==> config.mk <==
export PLATFORM = sky130hd
export DESIGN_NAME = cyclic_async_buffer_manager_top
export DESIGN_NICKNAME = d
export VERILOG_FILES = /design/src/hw/rtl/cabm_pkg.sv /design/src/hw/rtl/cabm_ctrl.sv /design/src/hw/rtl/cabm_dp.sv /design/src/hw/rtl/cyclic_async_buffer_manager_top.sv
export SDC_FILE = /design/constraint.sdc
export NUM_CORES = 1
export LEC_CHECK = 0
export BUFFER_PORTS_ARGS = -buffer_cell sky130_fd_sc_hd__buf_2
export CORE_UTILIZATION = 45
export DETAILED_ROUTE_END_ITERATION = 16
export GPL_TIMING_DRIVEN = 0
export SYNTH_ARGS = -nofsm -noshare
export SYNTH_HDL_FRONTEND = slang
export SYNTH_HIERARCHICAL = 1
export SYNTH_SLANG_ARGS = --single-unit
==> constraint.sdc <==
create_clock -name clk -period 8.5 [get_ports clk]
set_input_delay 0.425 -clock clk [delete_from_list [all_inputs] [get_ports clk]]
set_output_delay 0.425 -clock clk [all_outputs]
set_load 0.02 [all_outputs]
==> src/hw/rtl/cabm_pkg.sv <==
package cabm_pkg;

	// Command codes
	localparam logic [2:0] CMD_CREATE  = 3'd0;
	localparam logic [2:0] CMD_RESERVE = 3'd1;
	localparam logic [2:0] CMD_PUT     = 3'd2;
	localparam logic [2:0] CMD_GET     = 3'd3;
	localparam logic [2:0] CMD_UNGET   = 3'd4;
	localparam logic [2:0] CMD_DELETE  = 3'd5;

	// Status codes
	localparam logic [2:0] STS_OK        = 3'd0;
	localparam logic [2:0] STS_BAD_ID    = 3'd1;
	localparam logic [2:0] STS_CLOSED    = 3'd2;
	localparam logic [2:0] STS_NO_BUF    = 3'd3;
	localparam logic [2:0] STS_BAD_COUNT = 3'd4;
	localparam logic [2:0] STS_NO_SET    = 3'd5;

	typedef struct packed {
		logic [2:0] command;
		logic [2:0] cab_id;
		logic [3:0] buffer_index;
		logic [4:0] buffer_count;
	} cabm_req_t;

	typedef struct packed {
		logic [2:0] status;
		logic [1:0] result_cab;
		logic [3:0] result_buffer;
	} cabm_rsp_t;

	typedef enum logic [1:0] {
		ST_IDLE,
		ST_READ,
		ST_EXEC,
		ST_SWEEP
	} cabm_state_t;

	// Controller to datapath
	typedef struct packed {
		logic load;
		logic exec;
		logic sweep;
	} cabm_ctl_t;

	// Datapath to controller
	typedef struct packed {
		logic out_busy;
		logic create_go;
		logic sweep_last;
	} cabm_sts_t;

endpackage

==> src/hw/rtl/cabm_ctrl.sv <==
module cabm_ctrl (
	input  logic              clk,
	input  logic              arst_n,
	input  logic              cmd_valid,
	output logic              cmd_stall,
	input  cabm_pkg::cabm_sts_t sts,
	output cabm_pkg::cabm_ctl_t ctl
);
	import cabm_pkg::*;

	cabm_state_t state_q, state_d;

	// State register
	always_ff @(posedge clk or negedge arst_n) begin
		if (!arst_n) begin
			state_q <= ST_IDLE;
		end else begin
			state_q <= state_d;
		end
	end

	// Sequence one word: read, execute once the result register is free, optional sweep
	always_comb begin
		state_d   = state_q;
		ctl       = '0;
		cmd_stall = 1'b1;
		unique case (state_q)
			ST_IDLE: begin
				cmd_stall = 1'b0;
				if (cmd_valid) begin
					ctl.load = 1'b1;
					state_d  = ST_READ;
				end
			end
			ST_READ: begin
				state_d = ST_EXEC;
			end
			ST_EXEC: begin
				// hold while the previous result is still waiting
				if (!sts.out_busy) begin
					ctl.exec = 1'b1;
					state_d  = sts.create_go ? ST_SWEEP : ST_IDLE;
				end
			end
			ST_SWEEP: begin
				ctl.sweep = 1'b1;
				if (sts.sweep_last) begin
					state_d = ST_IDLE;
				end
			end
			default: begin
				state_d = ST_IDLE;
			end
		endcase
	end

endmodule

==> src/hw/rtl/cabm_dp.sv <==
module cabm_dp #(
	parameter int CABS = 4,
	parameter int BUFS = 16
) (
	input  logic                clk,
	input  logic                arst_n,
	input  cabm_pkg::cabm_ctl_t ctl,
	output cabm_pkg::cabm_sts_t sts,
	input  cabm_pkg::cabm_req_t cmd_word,
	output logic                rsp_valid,
	input  logic                rsp_stall,
	output cabm_pkg::cabm_rsp_t rsp_word
);
	import cabm_pkg::*;

	localparam int SIW = (CABS > 1) ? $clog2(CABS) : 1;
	localparam int SW  = $clog2(CABS + 1);
	localparam int BW  = $clog2(BUFS + 1);
	localparam int AW  = $clog2(CABS * BUFS);
	localparam int MD  = CABS * BUFS;

	function automatic logic [AW-1:0] mem_addr(input logic [SIW-1:0] s, input logic [BW-1:0] b);
		mem_addr = AW'(32'(s) * 32'(BUFS) + 32'(b));
	endfunction

	// Captured command word
	cabm_req_t req_q;

	// Per-set state
	logic          set_open_q  [CABS];
	logic [SW-1:0] next_free_q [CABS];
	logic [SW-1:0] set_head_q;
	logic [BW-1:0] latest_q    [CABS];
	logic [BW-1:0] fhead_q     [CABS];
	logic [BW-1:0] fcnt_q      [CABS];

	// Buffer memories
	logic [BW-1:0] link_mem [MD];
	logic [7:0]    uc_mem   [MD];
	logic [BW-1:0] rd_link_q;
	logic [7:0]    rd_uc_q;

	// Sweep control
	logic [SIW-1:0] sw_set_q;
	logic [BW-1:0]  sw_i_q;

	// Result register
	logic      out_valid_q;
	cabm_rsp_t out_q;

	logic [SIW-1:0] s, snew, tgt;
	logic           id_bad, bi_bad, cnt_bad;
	logic [2:0]     chk;
	logic [BW-1:0]  bi_b, lat, fh, fc;
	logic [AW-1:0]  uc_ra, lk_ra;
	logic [2:0]     st;
	logic [SIW-1:0] rcab;
	logic [BW-1:0]  rbuf;
	logic           uc_we, lk_we;
	logic [AW-1:0]  uc_wa, lk_wa;
	logic [7:0]     uc_wd;
	logic [BW-1:0]  lk_wd;
	logic           lat_we, fh_we, fc_we, do_create, do_delete;
	logic [BW-1:0]  n_lat, n_fh, n_fc;

	// Decode the held word against current state
	always_comb begin
		s      = SIW'(req_q.cab_id);
		snew   = SIW'(set_head_q);
		id_bad = 32'(req_q.cab_id) >= 32'(CABS);
		bi_bad = 32'(req_q.buffer_index) >= 32'(BUFS);
		cnt_bad = (req_q.buffer_count == 5'd0) || (32'(req_q.buffer_count) > 32'(BUFS));
		chk    = id_bad ? STS_BAD_ID : (!set_open_q[s] ? STS_CLOSED : STS_OK);
		bi_b   = BW'(req_q.buffer_index);
		lat    = latest_q[s];
		fh     = fhead_q[s];
		fc     = fcnt_q[s];
		uc_ra  = (req_q.command == CMD_UNGET) ? mem_addr(s, bi_b) : mem_addr(s, lat);
		lk_ra  = mem_addr(s, fh);
	end

	// Work out the update and the result
	always_comb begin
		st = STS_OK;
		rcab = '0;
		rbuf = '0;
		uc_we = 1'b0; uc_wa = uc_ra; uc_wd = '0;
		lk_we = 1'b0; lk_wa = mem_addr(s, lat); lk_wd = fh;
		lat_we = 1'b0; fh_we = 1'b0; fc_we = 1'b0;
		n_lat = bi_b; n_fh = fh; n_fc = fc;
		do_create = 1'b0; do_delete = 1'b0;
		tgt = s;
		unique case (req_q.command) inside
			CMD_CREATE: begin
				if (cnt_bad) begin
					st = STS_BAD_COUNT;
				end else if (32'(set_head_q) >= 32'(CABS)) begin
					st = STS_NO_SET;
				end else begin
					do_create = 1'b1;
					tgt = snew;
					rcab = snew;
					lat_we = 1'b1; n_lat = '0;
					fh_we = 1'b1;
					n_fh = (req_q.buffer_count > 5'd1) ? BW'(1) : BW'(BUFS);
					fc_we = 1'b1;
					n_fc = BW'(req_q.buffer_count - 5'd1);
				end
			end
			CMD_RESERVE, CMD_PUT, CMD_GET, CMD_UNGET, CMD_DELETE: begin
				st = chk;
				if (chk == STS_OK && bi_bad &&
				    (req_q.command == CMD_PUT || req_q.command == CMD_UNGET)) begin
					st = STS_BAD_COUNT;
				end else if (chk == STS_OK) begin
					unique case (req_q.command)
						CMD_RESERVE: begin
							if (fc == '0 || 32'(fh) >= 32'(BUFS)) begin
								st = STS_NO_BUF;
							end else begin
								rbuf = fh;
								fh_we = 1'b1; n_fh = rd_link_q;
								fc_we = 1'b1; n_fc = fc - BW'(1);
							end
						end
						CMD_PUT: begin
							lat_we = 1'b1;
							if (32'(lat) < 32'(BUFS) && rd_uc_q == 8'd0) begin
								lk_we = 1'b1;
								fh_we = 1'b1; n_fh = lat;
								fc_we = 1'b1;
								n_fc = (32'(fc) < 32'(BUFS)) ? fc + BW'(1) : fc;
							end
						end
						CMD_GET: begin
							if (32'(lat) < 32'(BUFS)) begin
								rbuf = lat;
								uc_we = 1'b1;
								uc_wd = (rd_uc_q != 8'hFF) ? rd_uc_q + 8'd1 : rd_uc_q;
							end
						end
						CMD_UNGET: begin
							if (rd_uc_q != 8'd0) begin
								uc_we = 1'b1;
								uc_wd = rd_uc_q - 8'd1;
								if (rd_uc_q == 8'd1 && bi_b != lat) begin
									lk_we = 1'b1;
									lk_wa = mem_addr(s, bi_b);
									fh_we = 1'b1; n_fh = bi_b;
									fc_we = 1'b1;
									n_fc = (32'(fc) < 32'(BUFS)) ? fc + BW'(1) : fc;
								end
							end
						end
						default: begin
							do_delete = 1'b1;
						end
					endcase
				end
			end
			default: begin
				st = STS_OK;
			end
		endcase
	end

	// Capture the accepted word
	always_ff @(posedge clk) begin
		if (ctl.load) begin
			req_q <= cmd_word;
		end
	end

	// Set bookkeeping
	always_ff @(posedge clk or negedge arst_n) begin
		if (!arst_n) begin
			for (int i = 0; i < CABS; i++) begin
				set_open_q[i]  <= 1'b0;
				next_free_q[i] <= SW'(i + 1);
			end
			set_head_q <= '0;
		end else if (ctl.exec) begin
			if (do_create) begin
				set_open_q[snew] <= 1'b1;
				set_head_q       <= next_free_q[snew];
			end else if (do_delete) begin
				set_open_q[s]  <= 1'b0;
				next_free_q[s] <= set_head_q;
				set_head_q     <= SW'(s);
			end
		end
	end

	// Latest buffer and free list head and count
	always_ff @(posedge clk) begin
		if (ctl.exec) begin
			if (lat_we) latest_q[tgt] <= n_lat;
			if (fh_we)  fhead_q[tgt]  <= n_fh;
			if (fc_we)  fcnt_q[tgt]   <= n_fc;
		end
	end

	// Sweep index: clear use counts and chain the free list after create
	always_ff @(posedge clk or negedge arst_n) begin
		if (!arst_n) begin
			sw_i_q   <= '0;
			sw_set_q <= '0;
		end else if (ctl.exec) begin
			sw_i_q   <= '0;
			sw_set_q <= snew;
		end else if (ctl.sweep) begin
			sw_i_q <= sw_i_q + BW'(1);
		end
	end

	// Memories: one write and one registered read each
	always_ff @(posedge clk) begin
		if (ctl.sweep) begin
			uc_mem[mem_addr(sw_set_q, sw_i_q)] <= 8'd0;
		end else if (ctl.exec && uc_we) begin
			uc_mem[uc_wa] <= uc_wd;
		end
		rd_uc_q <= uc_mem[uc_ra];
	end

	always_ff @(posedge clk) begin
		if (ctl.sweep) begin
			if (32'(sw_i_q) < 32'(req_q.buffer_count)) begin
				link_mem[mem_addr(sw_set_q, sw_i_q)] <=
					(32'(sw_i_q) + 1 < 32'(req_q.buffer_count)) ? sw_i_q + BW'(1) : BW'(BUFS);
			end
		end else if (ctl.exec && lk_we) begin
			link_mem[lk_wa] <= lk_wd;
		end
		rd_link_q <= link_mem[lk_ra];
	end

	// Result register: load on execute, drop when taken
	always_ff @(posedge clk or negedge arst_n) begin
		if (!arst_n) begin
			out_valid_q <= 1'b0;
		end else if (ctl.exec) begin
			out_valid_q <= 1'b1;
		end else if (!rsp_stall) begin
			out_valid_q <= 1'b0;
		end
	end

	always_ff @(posedge clk) begin
		if (ctl.exec) begin
			out_q.status        <= st;
			out_q.result_cab    <= 2'(rcab);
			out_q.result_buffer <= 4'(rbuf);
		end
	end

	assign rsp_valid      = out_valid_q;
	assign rsp_word       = out_q;
	assign sts.out_busy   = out_valid_q;
	assign sts.create_go  = do_create;
	assign sts.sweep_last = (sw_i_q == BW'(BUFS - 1));

endmodule

==> src/hw/rtl/cyclic_async_buffer_manager_top.sv <==
// Buffer index manager for CABS cyclic asynchronous buffer sets of up to BUFS
// buffers each. One command word in gives one result word out. After the
// accepting edge the word passes a read step, which reads the use-count and
// link memories, and then an execute step, which loads the result register.
// The execute step waits while an earlier result is still held, so a waiting
// result does not block acceptance. A word is taken whenever the controller
// is idle, so no new word is taken before the last one has executed; a
// successful create then sweeps the set's rows of both memories, one buffer
// per cycle, before the next word is taken.
module cyclic_async_buffer_manager_top #(
	parameter int CABS = 4,
	parameter int BUFS = 16
) (
	input  logic                clk,
	input  logic                arst_n,
	input  logic                cmd_valid,
	output logic                cmd_stall,
	input  cabm_pkg::cabm_req_t cmd_word,
	output logic                rsp_valid,
	input  logic                rsp_stall,
	output cabm_pkg::cabm_rsp_t rsp_word
);
	import cabm_pkg::*;

	cabm_ctl_t ctl;
	cabm_sts_t sts;

	cabm_ctrl u_ctrl (
		.clk       (clk),
		.arst_n    (arst_n),
		.cmd_valid (cmd_valid),
		.cmd_stall (cmd_stall),
		.sts       (sts),
		.ctl       (ctl)
	);

	cabm_dp #(
		.CABS (CABS),
		.BUFS (BUFS)
	) u_dp (
		.clk       (clk),
		.arst_n    (arst_n),
		.ctl       (ctl),
		.sts       (sts),
		.cmd_word  (cmd_word),
		.rsp_valid (rsp_valid),
		.rsp_stall (rsp_stall),
		.rsp_word  (rsp_word)
	);

`ifndef SYNTHESIS
	a_exec_free: assert property (@(posedge clk) disable iff (!arst_n)
		ctl.exec |-> !rsp_valid)
		else $error("execute while a result is pending");
	a_accept_busy: assert property (@(posedge clk) disable iff (!arst_n)
		(cmd_valid && !cmd_stall) |=> cmd_stall)
		else $error("second word accepted during execution");
	a_result_src: assert property (@(posedge clk) disable iff (!arst_n)
		$rose(rsp_valid) |-> $past(ctl.exec))
		else $error("result raised without execute");
	a_one_phase: assert property (@(posedge clk) disable iff (!arst_n)
		!(ctl.exec && ctl.sweep) && !(ctl.load && (ctl.exec || ctl.sweep)))
		else $error("controller commands overlap");
`endif

endmodule
==> metrics <==
worst path bufs/invs 3; vias in the first global route 24840; die area 89660 sq um; Max VDD drop 0.2113 mV; Worst path top cell family by delay simple AND/OR/NAND/NOR gates; fin cells 4140; final net count 2942; area post-placement 41970 sq um; Slew @ Worst Pin 1.191 ns; core footprint 87160 sq um; WS Path Type reg -> reg; CTS tree done; crit path cell chain buf_2 > nor3_1 > nor4b_1 > o211ai_2 > buf_2 > clkbuf_1 > nor3_1 > a31oi_1 > nor2_1; All-Layer GR Usage 24.66%; Max Cap Viol 0; most instantiated library cell after synthesis edfxtp_1; clk slew on worst S/H paths 0.06 ns; Final Instance Area 45460 sq um; fmax 0.2117 GHz; Setup crit end kind flop; CTS H-tree depth 3; synth top area cells edfxtp_1 69%, mux4_2 4.4%, nand2_1 4.2%; leakage power 0.01562 uW; worst hold stages 2; Detail Placement HPWL 76040 microns; TritonRoute pass-1 iters 6; routed length per instance 26.69 microns; Crit-path slowest cell a31oi_1; total gr overflow 0; Critical Path Start u_dp/req_q[12]; DR vias 25230; Synth cell types 90; Worst R2R Path Depth 9; post-layout util 52.15%; hold path endpoint u_dp/bi_b[1]; hold slack 0.2987 ns; vias per inst 6.093; worst hold path type in -> reg; Yosys reg bits 956; Fin. Hold Viols 0; fin. max-slew vios 0; Antenna Violating Nets Remaining 0; placed insts 3937; die width 299.4 microns; Clock Tree Buf Depth 3; worst reg2reg endpoint u_dp/uc_mem[34][3]; asr flop ratio synth 3.033%; post-synthesis cell count 2727; Tot Pwr 13490 uW; CP peak stage delay 0.89 ns; input/output buffers 29; CP max FO 10; pwr/cell area 296.8 nW/um^2; top-area cell type share of the netlist area 68.79%; Post-synth top cells 912 x edfxtp_1, 441 x nand2_1, 209 x nor2_1, 180 x a21oi_1, 98 x a32o_1; Mapped Nets 2768; RSZ-0062 raised after global routing no; Worst Hold Launch cmd_valid; largest net degree at the start of global routing 57; Post-CTS Setup Inserts 0; Synth Warn # 6; Setup violations, final 0; TritonCTS Sinks 956; clk_lat worst skew 0.68 ns; Stages on worst setup path 9; Synth area leader edfxtp_1; WP data required 8.77 ns; io pins 30; Area Overhead vs Synth 14.18%; diodes inserted 0; Worst R2R Start u_dp/req_q[12]; CTS Buf Count 100; Post-synth EDFFs 912; clk root buf clkbuf_16; first-pass GRT wire length 163600 microns; worst-case clock skew 0.02740 ns; Mapped Area 39810 sq um; Slew headroom 20.24%; Setup crit start kind flop; row count 108; routability cong. 0.9536; Initial Util 45.67%; 1st-iter DRT viols 3024; Seq/Total Area, Yosys 71.39%; routed wire length 110500 microns; initial antenna violation count 0; die height 299.4 microns; status completed; Avg Cell Area, Syn 14.60 sq um; fraction of layout cells with a size suffix above 1 14.71%; crit path DAT 5.00 ns; Primary FF master, synth edfxtp_1; fin crit share 55.57%; reg2reg setup slack 3.78 ns; DRC Markers 0; fin crit period 4.724 ns
worst reg2reg max path, stage by stage, from the launching register on:
cell	delay (ns)
edfxtp_1	0.44
buf_2	0.22
nor3_1	0.83
nor4b_1	0.25
o211ai_2	0.19
buf_2	0.25
clkbuf_1	0.62
nor3_1	0.13
a31oi_1	0.89
nor2_1	0.52
cells by family (layout without fill, tap and decap cells):
kind of cell | count (synthesis) | after routing | share of synthesized area (%)
DFF | 956 | 956 | 71.39
and+or+nand+nor | 866 | 866 | 9.479
AOI/OAI and AO/OA | 524 | 524 | 9.328
buffers and inverters | 179 | 437 | 2.059
muxes | 155 | 155 | 6.506
xor gates and xnor gates | 25 | 25 | 0.5500
adders and majority gates | 22 | 22 | 0.6914
cells in the final DEF, fill, tap and decap left out, drive strengths merged, types with 39 or more instances in the layout:
master,count
a22oi,57
mux2i,54
a21oi,181
mux4,77
nand2,449
o21ai,39
o22ai,49
nand3,68
clkinv,39
a32o,98
buf,147
nor2,210
clkbuf,190
edfxtp,912
registers in the layout, indices dropped and copies added, names as in the netlist, 4 cells and up, named ones only:
register          count
u_dp/bi_b             4
u_dp/fcnt_q          20
u_dp/fhead_q         20
u_dp/latest_q        16
u_dp/link_mem       320
u_dp/next_free_q     12
u_dp/rd_link_q        5
u_dp/rd_uc_q          8
u_dp/req_q           11
u_dp/rsp_word         9
u_dp/set_open_q       4
u_dp/sw_i_q           5
u_dp/uc_mem         512
where the power goes:
| part | switching, uW | internal (uW) | total [uW] |
|---|---|---|---|
| registers | 110 | 5520 | 5630 |
| clock network | 1820 | 2580 | 4390 |
| logic | 2440 | 1030 | 3470 |
final cells by class:
class                   count  area [sq um]
repair buffers             72         773.2
multi-input cells        1592         10690
fillers                  7165         41700
inverters                  21         78.83
plain buffers             158         740.7
flip-flops and latches    956         28420
clock buffers             124          2686
clock inverters            62         628.1
well taps                1155          1445
worst max-delay path by stage:
stage | endpoint
after floorplan | u_dp/uc_mem[0][4]
after global placement | u_dp/uc_mem[17][2]
after detailed placement | u_dp/uc_mem[53][1]
after CTS | u_dp/uc_mem[56][4]
after global routing | u_dp/uc_mem[34][3]
final | u_dp/uc_mem[34][3]
stage by stage:
stage / setup TNS [ns] / worst slack (ns)
after floorplan: 0 / 2.281
after global placement: -540.29 / -3.378
after detailed placement: 0 / 3.955
after CTS: 0 / 3.934
after global routing: 0 / 3.521
final: 0 / 3.776
layer usage:
layer	routed length, microns	GRT usage [%]	vias to the layer above
li1	-	-	10920
met1	44640	33.99	12800
met2	52340	39.21	1288
met3	9643	4.711	218
met4	3888	8.819	0
met5	0	0	-
timing repair:
action,in CTS,in global routing
endpoints found under the setup margin,0,0
hold buffers,17,0
resized for setup,0,0
endpoints found under the hold margin,40,0
Power figures use the tool's default switching activity.
